`src/design/cvba_pkg.sv`:
```
// ----------------------------------------------------------------------------
// cvba_pkg: shared definitions for the contiguous video memory allocator
// Pool sizes, field widths, operation and status codes, and the command
// structures that pass between the sequencer, the flag store and the scanner.
// ----------------------------------------------------------------------------
`default_nettype none

package cvba_pkg;

	// Pool sizes in blocks.
	localparam int TILE_POOL_BLOCKS = 8;
	localparam int MAP_POOL_BLOCKS  = 16;
	localparam int POOL_MAX_BLOCKS  =
		(TILE_POOL_BLOCKS > MAP_POOL_BLOCKS) ? TILE_POOL_BLOCKS : MAP_POOL_BLOCKS;

	// Index widths into each pool and a count wide enough to hold a pool size.
	localparam int TILE_IDX_W = (TILE_POOL_BLOCKS > 1) ? $clog2(TILE_POOL_BLOCKS) : 1;
	localparam int MAP_IDX_W  = (MAP_POOL_BLOCKS > 1) ? $clog2(MAP_POOL_BLOCKS) : 1;
	localparam int CNT_W      = $clog2(POOL_MAX_BLOCKS + 1);

	// Range arithmetic width: holds base plus count of a release and a pool size.
	localparam int RANGE_W = (CNT_W + 1 > 6) ? CNT_W + 1 : 6;

	// Field widths.
	localparam int OP_W      = 2;
	localparam int BYTES_W   = 16;
	localparam int RBASE_W   = 4;
	localparam int RCOUNT_W  = 5;
	localparam int STATUS_W  = 2;
	localparam int BASE_W    = 4;
	localparam int BCOUNT_W  = 5;
	localparam int TBANKS_W  = 4;
	localparam int MBANKS_W  = 5;

	// Block geometry.
	localparam int TILE_BLOCK_SHIFT = 14;
	localparam int MAP_BLOCK_SHIFT  = 11;
	localparam logic [BYTES_W:0] TILE_MAX_BYTES = 17'd16384;
	localparam int MAPS_PER_TILE_SHIFT = 3;

	// Register reset values.
	localparam logic [TBANKS_W-1:0] RESET_TILE_BANKS = 4'd8;
	localparam logic [MBANKS_W-1:0] RESET_MAP_BANKS  = 5'd16;

	// Operation codes.
	localparam logic [OP_W-1:0] OP_INIT    = 2'd0;
	localparam logic [OP_W-1:0] OP_ALLOC   = 2'd1;
	localparam logic [OP_W-1:0] OP_RELEASE = 2'd2;

	// Status codes.
	localparam logic [STATUS_W-1:0] ST_OK       = 2'd0;
	localparam logic [STATUS_W-1:0] ST_BAD_SIZE = 2'd1;
	localparam logic [STATUS_W-1:0] ST_NO_SPACE = 2'd2;

	// Pool selector.
	localparam logic POOL_TILE = 1'b0;
	localparam logic POOL_MAP  = 1'b1;

	// Register select, taken from the word address bit.
	localparam logic REG_TILE_BANKS = 1'b0;
	localparam logic REG_MAP_BANKS  = 1'b1;

	// Command to the flag store.
	typedef struct packed {
		logic               init;
		logic               set;
		logic               clr;
		logic               pool;
		logic [RANGE_W-1:0] lo;
		logic [RANGE_W-1:0] hi;
		logic [RANGE_W-1:0] reserve;
	} flag_cmd_t;

	// Command to the run scanner.
	typedef struct packed {
		logic               start;
		logic               step;
		logic [RANGE_W-1:0] len;
		logic [CNT_W-1:0]   size;
	} scan_cmd_t;

	// Scanner report for the current block.
	typedef struct packed {
		logic             hit;
		logic             last;
		logic [CNT_W-1:0] first;
	} scan_res_t;

	// Tile flags with the lowest reserve blocks set.
	function automatic logic [TILE_POOL_BLOCKS-1:0] reserve_mask(
		input logic [RANGE_W-1:0] reserve
	);
		logic [TILE_POOL_BLOCKS-1:0] m;
		m = '0;
		for (int i = 0; i < TILE_POOL_BLOCKS; i++) begin
			m[i] = (RANGE_W'(i) < reserve);
		end
		return m;
	endfunction

	// Number of tile blocks that hold the map blocks: ceil(map_banks / 8).
	function automatic logic [RANGE_W-1:0] map_reserve(input logic [MBANKS_W-1:0] banks);
		logic [RANGE_W-1:0] sum;
		sum = RANGE_W'(banks) + RANGE_W'(7);
		return sum >> MAPS_PER_TILE_SHIFT;
	endfunction

endpackage

`default_nettype wire

```
`src/design/contiguous_vram_block_allocator_top.sv`:
```
// ----------------------------------------------------------------------------
// contiguous_vram_block_allocator_top: first-fit video memory block allocator
// Sequencer, configuration registers and stream ports around the flag store
// and the run scanner for one screen's tile and map pools.
// ----------------------------------------------------------------------------
//  channel  | direction | handshake            | contents
//  s_*      | in        | s_tvalid / s_tready  | one request: op, pool, size, release span
//  m_*      | out       | m_tvalid / m_tready  | one result: status, base, block count
//  apb      | in        | psel, penable, pready| tile_banks at 0x0, map_banks at 0x4
//
// Init, release, invalid size and an over-long run go from acceptance to the done
// state, then to the output register. An allocate first walks the scanner over
// the block flags, up to the active pool size (at most 16), and no new request is
// taken meanwhile. A result waiting on m_tready holds the block in its done
// state. Reset sets both registers and reserves the map tiles at once.
// ----------------------------------------------------------------------------
`default_nettype none

module contiguous_vram_block_allocator_top (
	input  wire         clk,
	input  wire         arst_n,
	// Request stream.
	input  wire         s_tvalid,
	output logic        s_tready,
	// Bits up from 0: request_bytes[15:0], release_base[19:16],
	// release_count[24:20], zero [31:25].
	input  wire  [31:0] s_tdata,
	// Bits up from 0: op[1:0], pool[2].
	input  wire  [2:0]  s_tuser,
	// Result stream.
	output logic        m_tvalid,
	input  wire         m_tready,
	// Bits up from 0: base[3:0], block_count[8:4], zero [15:9].
	output logic [15:0] m_tdata,
	// Bits up from 0: status[1:0].
	output logic [1:0]  m_tuser,
	// Configuration port.
	input  wire         psel,
	input  wire         penable,
	input  wire         pwrite,
	input  wire  [2:0]  paddr,
	input  wire  [31:0] pwdata,
	output logic [31:0] prdata,
	output logic        pready
);

	localparam int RW = cvba_pkg::RANGE_W;
	localparam int CW = cvba_pkg::CNT_W;

	typedef enum logic [2:0] {
		ST_IDLE = 3'b001,
		ST_SCAN = 3'b010,
		ST_DONE = 3'b100
	} state_t;

	state_t state_q;

	logic [cvba_pkg::TBANKS_W-1:0] tile_banks_q;
	logic [cvba_pkg::MBANKS_W-1:0] map_banks_q;

	logic                            pool_q;
	logic [RW-1:0]                   len_q;
	logic [CW-1:0]                   size_q;
	logic [cvba_pkg::STATUS_W-1:0]   res_status_q;
	logic [cvba_pkg::BASE_W-1:0]     res_base_q;
	logic [cvba_pkg::BCOUNT_W-1:0]   res_count_q;

	logic                            m_tvalid_q;
	logic [cvba_pkg::STATUS_W-1:0]   out_status_q;
	logic [cvba_pkg::BASE_W-1:0]     out_base_q;
	logic [cvba_pkg::BCOUNT_W-1:0]   out_count_q;

	// Request fields.
	logic [cvba_pkg::OP_W-1:0]     in_op;
	logic                          in_pool;
	logic [cvba_pkg::BYTES_W-1:0]  in_bytes;
	logic [cvba_pkg::RBASE_W-1:0]  in_rbase;
	logic [cvba_pkg::RCOUNT_W-1:0] in_rcount;

	assign in_op     = s_tuser[1:0];
	assign in_pool   = s_tuser[2];
	assign in_bytes  = s_tdata[15:0];
	assign in_rbase  = s_tdata[19:16];
	assign in_rcount = s_tdata[24:20];

	logic s_accept;
	logic out_load;
	assign s_tready = (state_q == ST_IDLE);
	assign s_accept = s_tvalid && s_tready;
	assign out_load = (state_q == ST_DONE) && (!m_tvalid_q || m_tready);

	// Active pool sizes, limited by the physical pools.
	logic [RW-1:0] tile_size;
	logic [RW-1:0] map_size;
	logic [RW-1:0] pool_size;
	always_comb begin
		tile_size = (RW'(tile_banks_q) < RW'(cvba_pkg::TILE_POOL_BLOCKS)) ?
			RW'(tile_banks_q) : RW'(cvba_pkg::TILE_POOL_BLOCKS);
		map_size  = (RW'(map_banks_q) < RW'(cvba_pkg::MAP_POOL_BLOCKS)) ?
			RW'(map_banks_q) : RW'(cvba_pkg::MAP_POOL_BLOCKS);
		pool_size = (in_pool == cvba_pkg::POOL_MAP) ? map_size : tile_size;
	end

	// Allocation size check and block count with ceiling.
	logic                         bad_size;
	logic [cvba_pkg::BYTES_W-1:0] bytes_m1;
	logic [cvba_pkg::BYTES_W-1:0] blocks_m1;
	logic [RW-1:0]                req_len;
	logic                         too_long;
	always_comb begin
		bad_size  = (in_bytes == '0) || ((in_pool == cvba_pkg::POOL_TILE) &&
			({1'b0, in_bytes} > cvba_pkg::TILE_MAX_BYTES));
		bytes_m1  = in_bytes - cvba_pkg::BYTES_W'(1);
		blocks_m1 = (in_pool == cvba_pkg::POOL_MAP) ?
			(bytes_m1 >> cvba_pkg::MAP_BLOCK_SHIFT) :
			(bytes_m1 >> cvba_pkg::TILE_BLOCK_SHIFT);
		req_len   = RW'(blocks_m1) + RW'(1);
		too_long  = (req_len > pool_size);
	end

	// Release span clipped to the active pool.
	logic [RW-1:0] rel_end;
	logic [RW-1:0] rel_lim;
	logic [RW-1:0] rel_count;
	always_comb begin
		rel_end   = RW'(in_rbase) + RW'(in_rcount);
		rel_lim   = (rel_end < pool_size) ? rel_end : pool_size;
		rel_count = (rel_lim > RW'(in_rbase)) ? (rel_lim - RW'(in_rbase)) : '0;
	end

	// Shared scanner and flag store.
	cvba_pkg::scan_cmd_t scan_cmd;
	cvba_pkg::scan_res_t scan_res;
	cvba_pkg::flag_cmd_t flag_cmd;
	logic [CW-1:0]       scan_idx;
	logic                flag_free;
	logic                scan_hit;

	assign scan_hit = (state_q == ST_SCAN) && scan_res.hit;

	always_comb begin
		scan_cmd.start = s_accept;
		scan_cmd.step  = (state_q == ST_SCAN);
		scan_cmd.len   = len_q;
		scan_cmd.size  = size_q;
	end

	always_comb begin
		flag_cmd.init    = s_accept && (in_op == cvba_pkg::OP_INIT);
		flag_cmd.clr     = s_accept && (in_op == cvba_pkg::OP_RELEASE);
		flag_cmd.set     = scan_hit;
		flag_cmd.reserve = cvba_pkg::map_reserve(map_banks_q);
		if (scan_hit) begin
			flag_cmd.pool = pool_q;
			flag_cmd.lo   = RW'(scan_res.first);
			flag_cmd.hi   = RW'(scan_idx) + RW'(1);
		end else begin
			flag_cmd.pool = in_pool;
			flag_cmd.lo   = RW'(in_rbase);
			flag_cmd.hi   = rel_lim;
		end
	end

	cvba_scan u_scan (
		.clk       (clk),
		.arst_n    (arst_n),
		.cmd       (scan_cmd),
		.flag_free (flag_free),
		.idx       (scan_idx),
		.res       (scan_res)
	);

	cvba_flags u_flags (
		.clk     (clk),
		.arst_n  (arst_n),
		.cmd     (flag_cmd),
		.rd_pool (pool_q),
		.rd_idx  (scan_idx),
		.rd_free (flag_free)
	);

	// Sequencer and result capture.
	always_ff @(posedge clk or negedge arst_n) begin
		if (!arst_n) begin
			state_q <= ST_IDLE;
		end else begin
			case (state_q)
				ST_IDLE: begin
					if (s_accept) begin
						if ((in_op == cvba_pkg::OP_ALLOC) && !bad_size && !too_long) begin
							state_q <= ST_SCAN;
						end else begin
							state_q <= ST_DONE;
						end
					end
				end
				ST_SCAN: begin
					if (scan_res.hit || scan_res.last) begin
						state_q <= ST_DONE;
					end
				end
				ST_DONE: begin
					if (out_load) begin
						state_q <= ST_IDLE;
					end
				end
				default: begin
					state_q <= ST_IDLE;
				end
			endcase
		end
	end

	// Per-request operands and the pending result.
	always_ff @(posedge clk) begin
		if (s_accept) begin
			pool_q       <= in_pool;
			len_q        <= req_len;
			size_q       <= pool_size[CW-1:0];
			res_status_q <= cvba_pkg::ST_OK;
			res_base_q   <= '0;
			res_count_q  <= '0;
			case (in_op)
				cvba_pkg::OP_ALLOC: begin
					if (bad_size) begin
						res_status_q <= cvba_pkg::ST_BAD_SIZE;
					end else if (too_long) begin
						res_status_q <= cvba_pkg::ST_NO_SPACE;
					end
				end
				cvba_pkg::OP_RELEASE: begin
					res_count_q <= rel_count[cvba_pkg::BCOUNT_W-1:0];
				end
				default: begin
					res_count_q <= '0;
				end
			endcase
		end else if (state_q == ST_SCAN) begin
			if (scan_res.hit) begin
				res_base_q  <= scan_res.first[cvba_pkg::BASE_W-1:0];
				res_count_q <= len_q[cvba_pkg::BCOUNT_W-1:0];
			end else if (scan_res.last) begin
				res_status_q <= cvba_pkg::ST_NO_SPACE;
			end
		end
	end

	// Output register.
	always_ff @(posedge clk or negedge arst_n) begin
		if (!arst_n) begin
			m_tvalid_q <= 1'b0;
		end else if (out_load) begin
			m_tvalid_q <= 1'b1;
		end else if (m_tready) begin
			m_tvalid_q <= 1'b0;
		end
	end

	always_ff @(posedge clk) begin
		if (out_load) begin
			out_status_q <= res_status_q;
			out_base_q   <= res_base_q;
			out_count_q  <= res_count_q;
		end
	end

	assign m_tvalid = m_tvalid_q;
	assign m_tuser  = out_status_q;
	assign m_tdata  = {7'd0, out_count_q, out_base_q};

	// Configuration registers.
	logic cfg_write;
	assign cfg_write = psel && penable && pwrite && pready;
	assign pready    = 1'b1;

	always_ff @(posedge clk or negedge arst_n) begin
		if (!arst_n) begin
			tile_banks_q <= cvba_pkg::RESET_TILE_BANKS;
			map_banks_q  <= cvba_pkg::RESET_MAP_BANKS;
		end else if (cfg_write) begin
			if (paddr[2] == cvba_pkg::REG_MAP_BANKS) begin
				map_banks_q <= pwdata[cvba_pkg::MBANKS_W-1:0];
			end else begin
				tile_banks_q <= pwdata[cvba_pkg::TBANKS_W-1:0];
			end
		end
	end

	// Register read back; the byte lane bits of the address are ignored.
	always_comb begin
		if (paddr[2] == cvba_pkg::REG_TILE_BANKS) begin
			prdata = {28'd0, tile_banks_q};
		end else begin
			prdata = {27'd0, map_banks_q};
		end
	end

`ifndef SYNTHESIS
	// A request is taken only from idle, so the next cycle is never ready.
	assert property (@(posedge clk) disable iff (!arst_n) s_accept |=> !s_tready)
		else $error("request taken while an earlier one was still in progress");

	// The scanner cursor stays inside the active pool.
	assert property (@(posedge clk) disable iff (!arst_n)
		(state_q == ST_SCAN) |-> (scan_idx < size_q))
		else $error("scan cursor ran past the active pool");

	// A run is only completed on a free block.
	assert property (@(posedge clk) disable iff (!arst_n) scan_hit |-> flag_free)
		else $error("run completed on a used block");
`endif

endmodule

`default_nettype wire

```
`src/design/cvba_flags.sv`:
```
// ----------------------------------------------------------------------------
// cvba_flags: used flags of the tile pool and the map pool
// Holds one flag per block, sets or clears a block range in one register
// update, and reads back one flag of the selected pool for the scanner.
// ----------------------------------------------------------------------------
`default_nettype none

module cvba_flags (
	input  wire                         clk,
	input  wire                         arst_n,
	input  cvba_pkg::flag_cmd_t         cmd,
	input  wire                         rd_pool,
	input  wire  [cvba_pkg::CNT_W-1:0]  rd_idx,
	output logic                        rd_free
);

	logic [cvba_pkg::TILE_POOL_BLOCKS-1:0] tile_used_q;
	logic [cvba_pkg::MAP_POOL_BLOCKS-1:0]  map_used_q;
	logic [cvba_pkg::TILE_POOL_BLOCKS-1:0] tile_range;
	logic [cvba_pkg::MAP_POOL_BLOCKS-1:0]  map_range;

	// Range masks for the half-open span lo..hi.
	always_comb begin
		for (int i = 0; i < cvba_pkg::TILE_POOL_BLOCKS; i++) begin
			tile_range[i] = (cvba_pkg::RANGE_W'(i) >= cmd.lo) &&
				(cvba_pkg::RANGE_W'(i) < cmd.hi);
		end
		for (int i = 0; i < cvba_pkg::MAP_POOL_BLOCKS; i++) begin
			map_range[i] = (cvba_pkg::RANGE_W'(i) >= cmd.lo) &&
				(cvba_pkg::RANGE_W'(i) < cmd.hi);
		end
	end

	// Flag update: init, range set after a hit, range clear on release.
	always_ff @(posedge clk or negedge arst_n) begin
		if (!arst_n) begin
			tile_used_q <= cvba_pkg::reserve_mask(
				cvba_pkg::map_reserve(cvba_pkg::RESET_MAP_BANKS));
			map_used_q  <= '0;
		end else if (cmd.init) begin
			tile_used_q <= cvba_pkg::reserve_mask(cmd.reserve);
			map_used_q  <= '0;
		end else if (cmd.set) begin
			if (cmd.pool == cvba_pkg::POOL_MAP) begin
				map_used_q <= map_used_q | map_range;
			end else begin
				tile_used_q <= tile_used_q | tile_range;
			end
		end else if (cmd.clr) begin
			if (cmd.pool == cvba_pkg::POOL_MAP) begin
				map_used_q <= map_used_q & ~map_range;
			end else begin
				tile_used_q <= tile_used_q & ~tile_range;
			end
		end
	end

	// One flag of the selected pool.
	always_comb begin
		if (rd_pool == cvba_pkg::POOL_MAP) begin
			rd_free = !map_used_q[rd_idx[cvba_pkg::MAP_IDX_W-1:0]];
		end else begin
			rd_free = !tile_used_q[rd_idx[cvba_pkg::TILE_IDX_W-1:0]];
		end
	end

endmodule

`default_nettype wire

```
`src/design/cvba_scan.sv`:
```
// ----------------------------------------------------------------------------
// cvba_scan: first-fit run scanner
// Walks the pool one block flag per cycle, counting the current run of free
// blocks, and reports when the run reaches the requested length.
// ----------------------------------------------------------------------------
`default_nettype none

module cvba_scan (
	input  wire                         clk,
	input  wire                         arst_n,
	input  cvba_pkg::scan_cmd_t         cmd,
	input  wire                         flag_free,
	output logic [cvba_pkg::CNT_W-1:0]  idx,
	output cvba_pkg::scan_res_t         res
);

	logic [cvba_pkg::CNT_W-1:0] idx_q;
	logic [cvba_pkg::CNT_W-1:0] run_q;
	logic [cvba_pkg::CNT_W-1:0] first_q;
	logic [cvba_pkg::RANGE_W-1:0] run_next;

	assign idx      = idx_q;
	assign run_next = cvba_pkg::RANGE_W'(run_q) + cvba_pkg::RANGE_W'(1);

	// Report for the block under the cursor.
	always_comb begin
		res.hit   = flag_free && (run_next == cmd.len);
		res.last  = (idx_q == cmd.size - cvba_pkg::CNT_W'(1));
		res.first = (run_q == '0) ? idx_q : first_q;
	end

	// Cursor and run tracking.
	always_ff @(posedge clk or negedge arst_n) begin
		if (!arst_n) begin
			idx_q   <= '0;
			run_q   <= '0;
			first_q <= '0;
		end else if (cmd.start) begin
			idx_q <= '0;
			run_q <= '0;
		end else if (cmd.step) begin
			idx_q <= idx_q + cvba_pkg::CNT_W'(1);
			if (flag_free) begin
				run_q <= run_next[cvba_pkg::CNT_W-1:0];
				if (run_q == '0) begin
					first_q <= idx_q;
				end
			end else begin
				run_q <= '0;
			end
		end
	end

endmodule

`default_nettype wire
```
`config.mk`:
```
export PLATFORM = sky130hd
export DESIGN_NAME = contiguous_vram_block_allocator_top
export DESIGN_NICKNAME = d
export VERILOG_FILES = /design/src/design/cvba_pkg.sv /design/src/design/contiguous_vram_block_allocator_top.sv /design/src/design/cvba_flags.sv /design/src/design/cvba_scan.sv
export SDC_FILE = /design/constraint.sdc
export NUM_CORES = 1
export LEC_CHECK = 0
export ABC_AREA = 0
export BUFFER_PORTS_ARGS = -buffer_cell sky130_fd_sc_hd__buf_2
export CAP_MARGIN = 20
export CORE_MARGIN = 10
export CORE_UTILIZATION = 56
export CTS_CLUSTER_SIZE = 30
export DETAILED_ROUTE_END_ITERATION = 8
export PLACE_DENSITY = 0.83
export SLEW_MARGIN = 20
export SYNTH_ARGS = -nofsm -noshare
export SYNTH_HDL_FRONTEND = slang
export SYNTH_SLANG_ARGS = --single-unit
```
`constraint.sdc`:
```
create_clock -name clk -period 4.3 [get_ports clk]
set_input_delay 0.215 -clock clk [delete_from_list [all_inputs] [get_ports clk]]
set_output_delay 0.215 -clock clk [all_outputs]
set_load 0.01 [all_outputs]
```
==> results of run 1 <==
[synthesized netlist by cell type (18+ instances only)]
cell | instances | area share (%)
nand2_1 | 64 | 3.9
dfrtp_1 | 47 | 19
o21ai_0 | 37 | 3.0
nor2_1 | 36 | 2.2
a21oi_1 | 35 | 2.9
buf_4 | 35 | 4.3
edfxtp_1 | 30 | 15
inv_1 | 28 | 1.7
mux2_2 | 24 | 4.4
ha_1 | 22 | 4.5
clkbuf_1 | 21 | 1.3
nand3_1 | 20 | 1.6
mux2i_1 | 18 | 2.9
[kinds of logic (layout without fill, tap and decap cells)]
logic type / Yosys count / after routing
compound gates: 169 / 169
buf+inv: 93 / 129
mux: 49 / 49
other cells: 2 / 35
flops: 86 / 86
xor+xnor: 24 / 24
fa+ha+maj: 24 / 24
simple gates: 208 / 208
[final cells by class]
cell class | instances | area, sq um | area share (%)
Multi-Input combinational cell | 509 | 3470 | 51.7
Clock inverter | 7 | 55.1 | 0.821
Timing Repair Buffer | 85 | 495 | 7.39
Inverter | 28 | 105 | 1.57
Clock buffer | 9 | 124 | 1.85
Sequential cell | 86 | 2290 | 34.1
Tap cell | 140 | 175 | 2.61
[flip-flops by register name, indices dropped and copies added (netlist names), named ones only]
name                 count
res_status_q             2
u_scan.idx               5
u_flags.tile_used_q      1
tile_banks_q             4
len_q                    6
pool_q                   1
state_q                  3
u_flags.map_used_q      16
m_tvalid                 1
res_base_q               4
out_base_q               4
res_count_q              5
out_count_q              5
u_scan.run_q             5
u_scan.first_q           5
map_banks_q              5
m_tuser                  2
size_q                   5
[path summary, 6_finish.rpt]
check	to	slack (ps)	startpoint	cells past startpoint
setup / recovery	res_count_q[2]	190	map_banks_q[4]	16
hold / removal	map_banks_q[4]	80	pwdata[4]	2
setup reg to reg	res_count_q[2]	190	map_banks_q[4]	16
hold reg to reg	out_count_q[2]	430	res_count_q[2]	0
max in group asynchronous	async pin	3330	arst_n	3
min in group asynchronous	u_scan.run_q[0]	500	arst_n	3
[stage by stage]
stage               utilization, %  hold WS (ps)  cells  worst slack, ps  total power [mW]
detailed placement            60.6           388    847            -28.1              1.92
global route                  62.4          68.8    864             3.62              2.60
global placement              60.6           382    847              227              1.87
CTS                           62.4          63.2    864              219              2.45
finish                        62.4          77.4    864              194              2.46
floorplan                        -         -80.6    688              335              1.66
[power groups by stage]
stage                     clock, mW  sequential (mW)  combinational, mW
after detailed placement          0             1.07              0.845
after global routing          0.582             1.07              0.943
after floorplan                   0             1.05              0.612
after CTS                     0.545             1.05              0.852
after global placement            0             1.07              0.802
final                         0.539             1.06              0.861
[routing by layer]
metal,global-route usage (%),routed length [um]
met1,24.9,6930
met2,33.8,7840
met3,5.06,1160
met4,7.33,430
met5,0,0
==> run metrics, run 1 <==
Post-synth EDFFs 30; Slew @ Worst Pin roughly 850 ps; simple-gate share of the synthesized area around 17%; Ys Warns 0; die area about 0.016 sq mm; Die X between 100 and 150 um; post-synthesis mux area share about a tenth; final setup vio count 0; hpwl dp approximately 13 mm; RSZ-0062 raised after global routing false; max-slew violation count 0; number of global-route vias before repair between 5000 and 6000; VDD IR max about 0.24 mV; Final period util between 90% and 100%; Flop pwr share between 40% and 50%; cell area after layout 0.00671 sq mm; total number of vias 5244; post-synthesis xor/xnor area fraction roughly 3.4%; register area share after synthesis about 37%; initial core utilization between 50 and 60%; Largest delay share family, worst path compound AO/OA/AOI/OAI gates; global-route wire length before repair roughly 26 mm; Post-CTS Setup Inserts 0; setup TNS 0 ps; antenna violations before repair 0; Boundary Pins between 100 and 150; Final Hold Viols 0; Nets 820; Synth Instances 655; Switching Share 36.4%; root buffer cell clkbuf_8; Gate power share between 30% and 40%; complex-gate fraction of the synthesized area between 10% and 20%; Placed Area around 0.0065 sq mm; Longest Clk Path Bufs 2; worst-path fanout max 9; CTS Hold Buffers Added 1; Clk pwr share a little over a fifth; Die Y approximately 120 um; most frequent CP cell a21oi_1; Num CTS Buffers 9; Internal between 1.5 and 2 mW; Synth Area in Adders roughly 5.2%; Hold Path Class in2reg; slew margin rel. a little over two fifths; syn avg cell area between 9 and 10 sq um; Worst EP arrival 4210 ps; layout cells sized above 1 between 20 and 25%; final WL approximately 16 mm; crit path buf inv count 2; largest net degree at the start of global routing 53; status finished, final reports clean; switching power of the nets 894 uW; Final ANT Viol Nets 0; worst skew pair latency about 370 ps; DR pass1 iterations 6; CTS sink cnt 86; Startpoint Class register; largest family of logic cells by synthesized area compound AO/OA/AOI/OAI gates; PortBufs slightly below 60; WP data required approximately 4400 ps; P_leak between 3 and 4 nW; Top FF cell, synth dfrtp_1; most frequent cells in the layout nand2_1 (64), buf_2 (58), dfrtp_1 (47), o21ai_0 (37), nor2_1 (36); critical-path cell list nor2b_1, a21oi_1, ha_1, a21oi_1, o221ai_2, or2_1, mux2_4, inv_1, ha_1, fa_1, inv_1, a21o_1, a21oi_1, a41oi_1, o21bai_1, o21ai_0; Final GP Congestion about 0.96; Worst-path clk slew about 100 ps; max capacitance violation total 0; maximum clock frequency around 0.24 GHz; vias per std cell 6.07; skew final ~13 ps; H-tree levels 3; # DRC 0; flops & latches, synth 86; WS Path Type reg2reg; Netlist Area Pre-Place slightly above 0.006 sq mm; Unique masters post-synth 73; crit end category register; Core Region ~0.011 sq mm; global-route usage over all layers between 20% and 30%; CTS tree yes; fin crit period around 4100 ps; CP max stage delay ~620 ps; Core Rows 38; average routed wire per standard cell ~19 um; most common cell after layout, fill and taps aside nand2_1; Antenna Cells 0; Slowest-stage cell, CP dfstp_2; fill count 930; post_cts resized 0; cell area power density ~370 mW/mm^2; asr flop ratio synth between 60% and 70%; Area Overhead vs Synth 9.65%; initial DRC count 376; GRT Residual Overflow 0
Note: power is estimated with default switching activity, not from simulation.
==> run 2, diff against run 1 <==
CTS_CLUSTER_DIAMETER = 40   (was default)
SYNTH_HIERARCHICAL = 1   (was default)
==> run 2 against run 1 <==
Global-route usage is 0.41 points lower. Sequential share of layout area decreased by 1.7 points. Non-clock buffer count grew 19. Combinational power up 2%. Synthesized cell count fell by 2.9%. Die area is 0.26% higher. Critical path depth up 3. First-iteration DRC count grew 38%. Synthesized area is 0.31% higher. Power down 0.28%. Register-to-register slack worse by 70 ps. Clock skew is 0.99 ps lower.
==> run metrics, run 2 <==
CTS sink cnt 86 (unchanged); max reg flops 16 (unchanged); root buffer cell clkbuf_8; WS Path Type reg2reg; DR pass1 iterations 6 (unchanged); Antenna Cells 0 (unchanged); Core Rows 38 (unchanged); Nets 835 (+1.8%); Slew @ Worst Pin 916 ps (+67.2 ps); post-synthesis mux area share 11.2% (+1.7 points); register area share after synthesis 37.3% (-0.11 points); Reg with most FFs u_flags/map_used_q; hpwl dp 12.1 mm (-3.8%); fin crit period 4170 ps (+65.9 ps); final WL 16.0 mm (-2.1%); total number of vias 5179 (-1.2%); layout cells sized above 1 27.6% (+7.5 points); syn avg cell area 9.65 sq um (+3.3%); Synth Instances 636 (-2.9%); Cell Count, Final, Fillers Out 878 (+1.6%); max-slew violation count 0 (unchanged); complex-gate fraction of the synthesized area 16.3% (-2.7 points); post-synthesis xor/xnor area fraction 4.14% (+0.70 points); Final GP Congestion 0.917 (-4.2%); Die Y 125 um (+0.13%); antenna violations before repair 0 (unchanged); met2 GRT Util 33.4% (-0.40 points); GR peak layer met2; max capacitance violation total 0 (unchanged); largest family of logic cells by synthesized area simple AND/OR/NAND/NOR gates; Longest Clk Path Bufs 2 (unchanged); cell area power density 347 mW/mm^2 (-5.2%); total power 2.45 mW (-0.28%); average routed wire per standard cell 18.2 um (-3.6%); Unique masters post-synth 86 (+18%); final setup vio count 0 (unchanged); r2r setup slk 130 ps (-70 ps); worst-path fanout max 14 (+5); GR Util met1 24.8% (-0.097 points); initial DRC count 518 (+38%); slew margin rel. 38.7% (-4.5 points); Critical R2R Capture u_flags/map_used_q[1]; Startpoint Class register; top cell type by total area after synthesis dfrtp_1; Worst-path clk slew 90 ps (about the same); Boundary Pins 130 (unchanged); crit end category register; global-route wire length before repair 26.1 mm (-1.3%); Post-Place Cells 857 (+1.2%); P_leak 3.00 nW (-1.7%); flops & latches, synth 86 (unchanged); Worst EP arrival 4430 ps (+220 ps); number of global-route vias before repair 5261 (-1.1%); setup TNS 0 ps (unchanged); reg-to-reg startpoint u_scan/idx[0]; Commonest cells post-synth nor2_1 (51), dfrtp_1 (47), nand2_1 (39), inv_1 (36), o21ai_0 (36); skew final 11.6 ps (-0.986 ps); most common cell after layout, fill and taps aside buf_2; Core Region 0.0108 sq mm (+0.44%); global-route usage over all layers 19.9% (-0.41 points); Final period util 97.0% (+1.5 points); asr flop ratio synth 60.5% (unchanged); Netlist Area Pre-Place 0.00614 sq mm (+0.31%); # DRC 0 (unchanged); initial core utilization 56.9% (-0.077 points); Hold Path Class in2reg; met3 usage 4.04% (-1.0 points); RSZ-0062 raised after global routing true; cell area after layout 0.00706 sq mm (+5.2%); most frequent cells in the layout buf_2 (58), nor2_1 (51), dfrtp_1 (45), conb_1 (44), buf_4 (43); FF-to-FF path depth 19 (+3); vias per std cell 5.90 (-2.8%); status finished, final reports clean; Final ANT Viol Nets 0 (unchanged); Ys Warns 6 (+6); Post-synth EDFFs 30 (unchanged); Synth top area share 19.2% (-0.059 points); PortBufs 58 (unchanged); Synth Area in Adders 5.34% (+0.19 points); GRT Residual Overflow 0 (unchanged); Top FF cell, synth dfrtp_1; H-tree levels 3 (unchanged); Die X 125 um (+0.13%); die area 0.0155 sq mm (+0.26%); CP startpoint u_scan/idx[0]; largest net degree at the start of global routing 53 (unchanged); leading post-synthesis cells by cell area dfrtp_1 (19%), edfxtp_1 (15%), mux2_2 (5.0%); WP data required 4560 ps (+160 ps); simple-gate share of the synthesized area 17.2% (-0.053 points); CP Capture Point u_flags/map_used_q[1]; most frequent cell after synthesis nor2_1; Final Hold Viols 0 (unchanged); maximum clock frequency 0.240 GHz (-1.6%); Placed Area 0.00673 sq mm (+3.3%); Num CTS Buffers 9 (unchanged); Area Overhead vs Synth 15.0%; Largest regs u_flags/map_used_q x16, len_q x6; VDD IR max 0.194 mV (-19%); worst skew pair latency 380 ps (about the same); CTS tree yes
-- run 2: cell types whose count changed after synthesis, moves of 9 or more --
cell	previous run	this run
nand2_1	64	39
nor2_1	36	51
nand3_1	20	11
a21o_1	11	2
-- run 2: worst min path at each step --
| stage | slack [ps] | cells past startpoint | end | startpoint |
|---|---|---|---|---|
| 6_report | 70 | 2 | map_banks_q[4] | pwdata[4] |
| 5_1_grt | 80 | 2 | tile_banks_q[0] | pwdata[0] |
| 2_1_floorplan | -80 | 0 | m_tvalid | arst_n |
| 3_3_place_gp | 370 | 2 | m_tvalid | arst_n |
| 3_5_place_dp | 400 | 2 | m_tvalid | arst_n |
| 4_1_cts | 60 | 2 | map_banks_q[4] | pwdata[4] |
-- run 2: final cells by class --
| class | count | area [sq um] |
|---|---|---|
| multi-input cells | 494 | 3590 |
| well taps | 140 | 175 |
| repair inverters | 1 | 7.51 |
| repair buffers | 104 | 663 |
| clock buffers | 10 | 149 |
| flip-flops and latches | 86 | 2290 |
| fillers | 820 | 3730 |
| clock inverters | 6 | 43.8 |
| inverters | 37 | 141 |
-- run 2: critical path, stage by stage, from the launching register on --
cell       delay [ps]
dfrtp_2           500
buf_12            150
mux2i_1           120
o311ai_0          430
a211oi_2           90
a311o_1           410
inv_1             100
nor3_1             50
o211ai_1          100
nor4_2             80
nand2_2           140
inv_4              60
buf_4             190
nand2_1           130
o21ai_0           160
or4_1             440
buf_4             190
a2111oi_2         420
mux2i_1           230
nor2_1             50
-- run 2: routing by layer --
| layer | vias up | part of all wire (%) |
|---|---|---|
| li1 | 2434 | - |
| met1 | 2501 | 42 |
| met2 | 214 | 49 |
| met3 | 30 | 6.9 |
| met4 | 0 | 1.7 |
| met5 | - | 0 |
-- run 2: cells by family (layout without fill, tap and decap cells) --
group | Yosys count | in the layout
AO/OA/AOI/OAI | 142 | 142
XOR/XNOR | 29 | 29
adder cells (fa/ha/maj) | 25 | 25
buffers and inverters | 98 | 158
flip-flops | 86 | 86
multiplexers | 59 | 59
other | 2 | 44
AND/OR/NAND/NOR | 195 | 195
-- run 2: where the power goes --
part | switching, mW | internal [mW] | leakage [nW]
combinational | 0.512 | 0.366 | 1.92
sequential | 0.0708 | 0.944 | 0.979
clock | 0.309 | 0.247 | 0.0978
-- run 2: repair_timing --
| action | in CTS | in global routing |
|---|---|---|
| resized for setup | 3 | 20 |
| setup buffers | 1 | 2 |
| gates cloned | 0 | 1 |
| setup endpoints to repair | 2 | 18 |
| pin swaps | 1 | 1 |
| hold endpoints to repair | 6 | 0 |
| hold buffers | 1 | 0 |
-- run 2: through the flow --
| stage | utilization (%) | worst slack, ps | hold WS, ps |
|---|---|---|---|
| after CTS | 64.4 | 25.0 | 58.7 |
| after global placement | 62.3 | 81.0 | 371 |
| after global routing | 65.4 | -142 | 78.1 |
| final | 65.4 | 128 | 65.1 |
| after floorplan | - | 81.6 | -80.6 |
| after detailed placement | 62.3 | -28.8 | 396 |
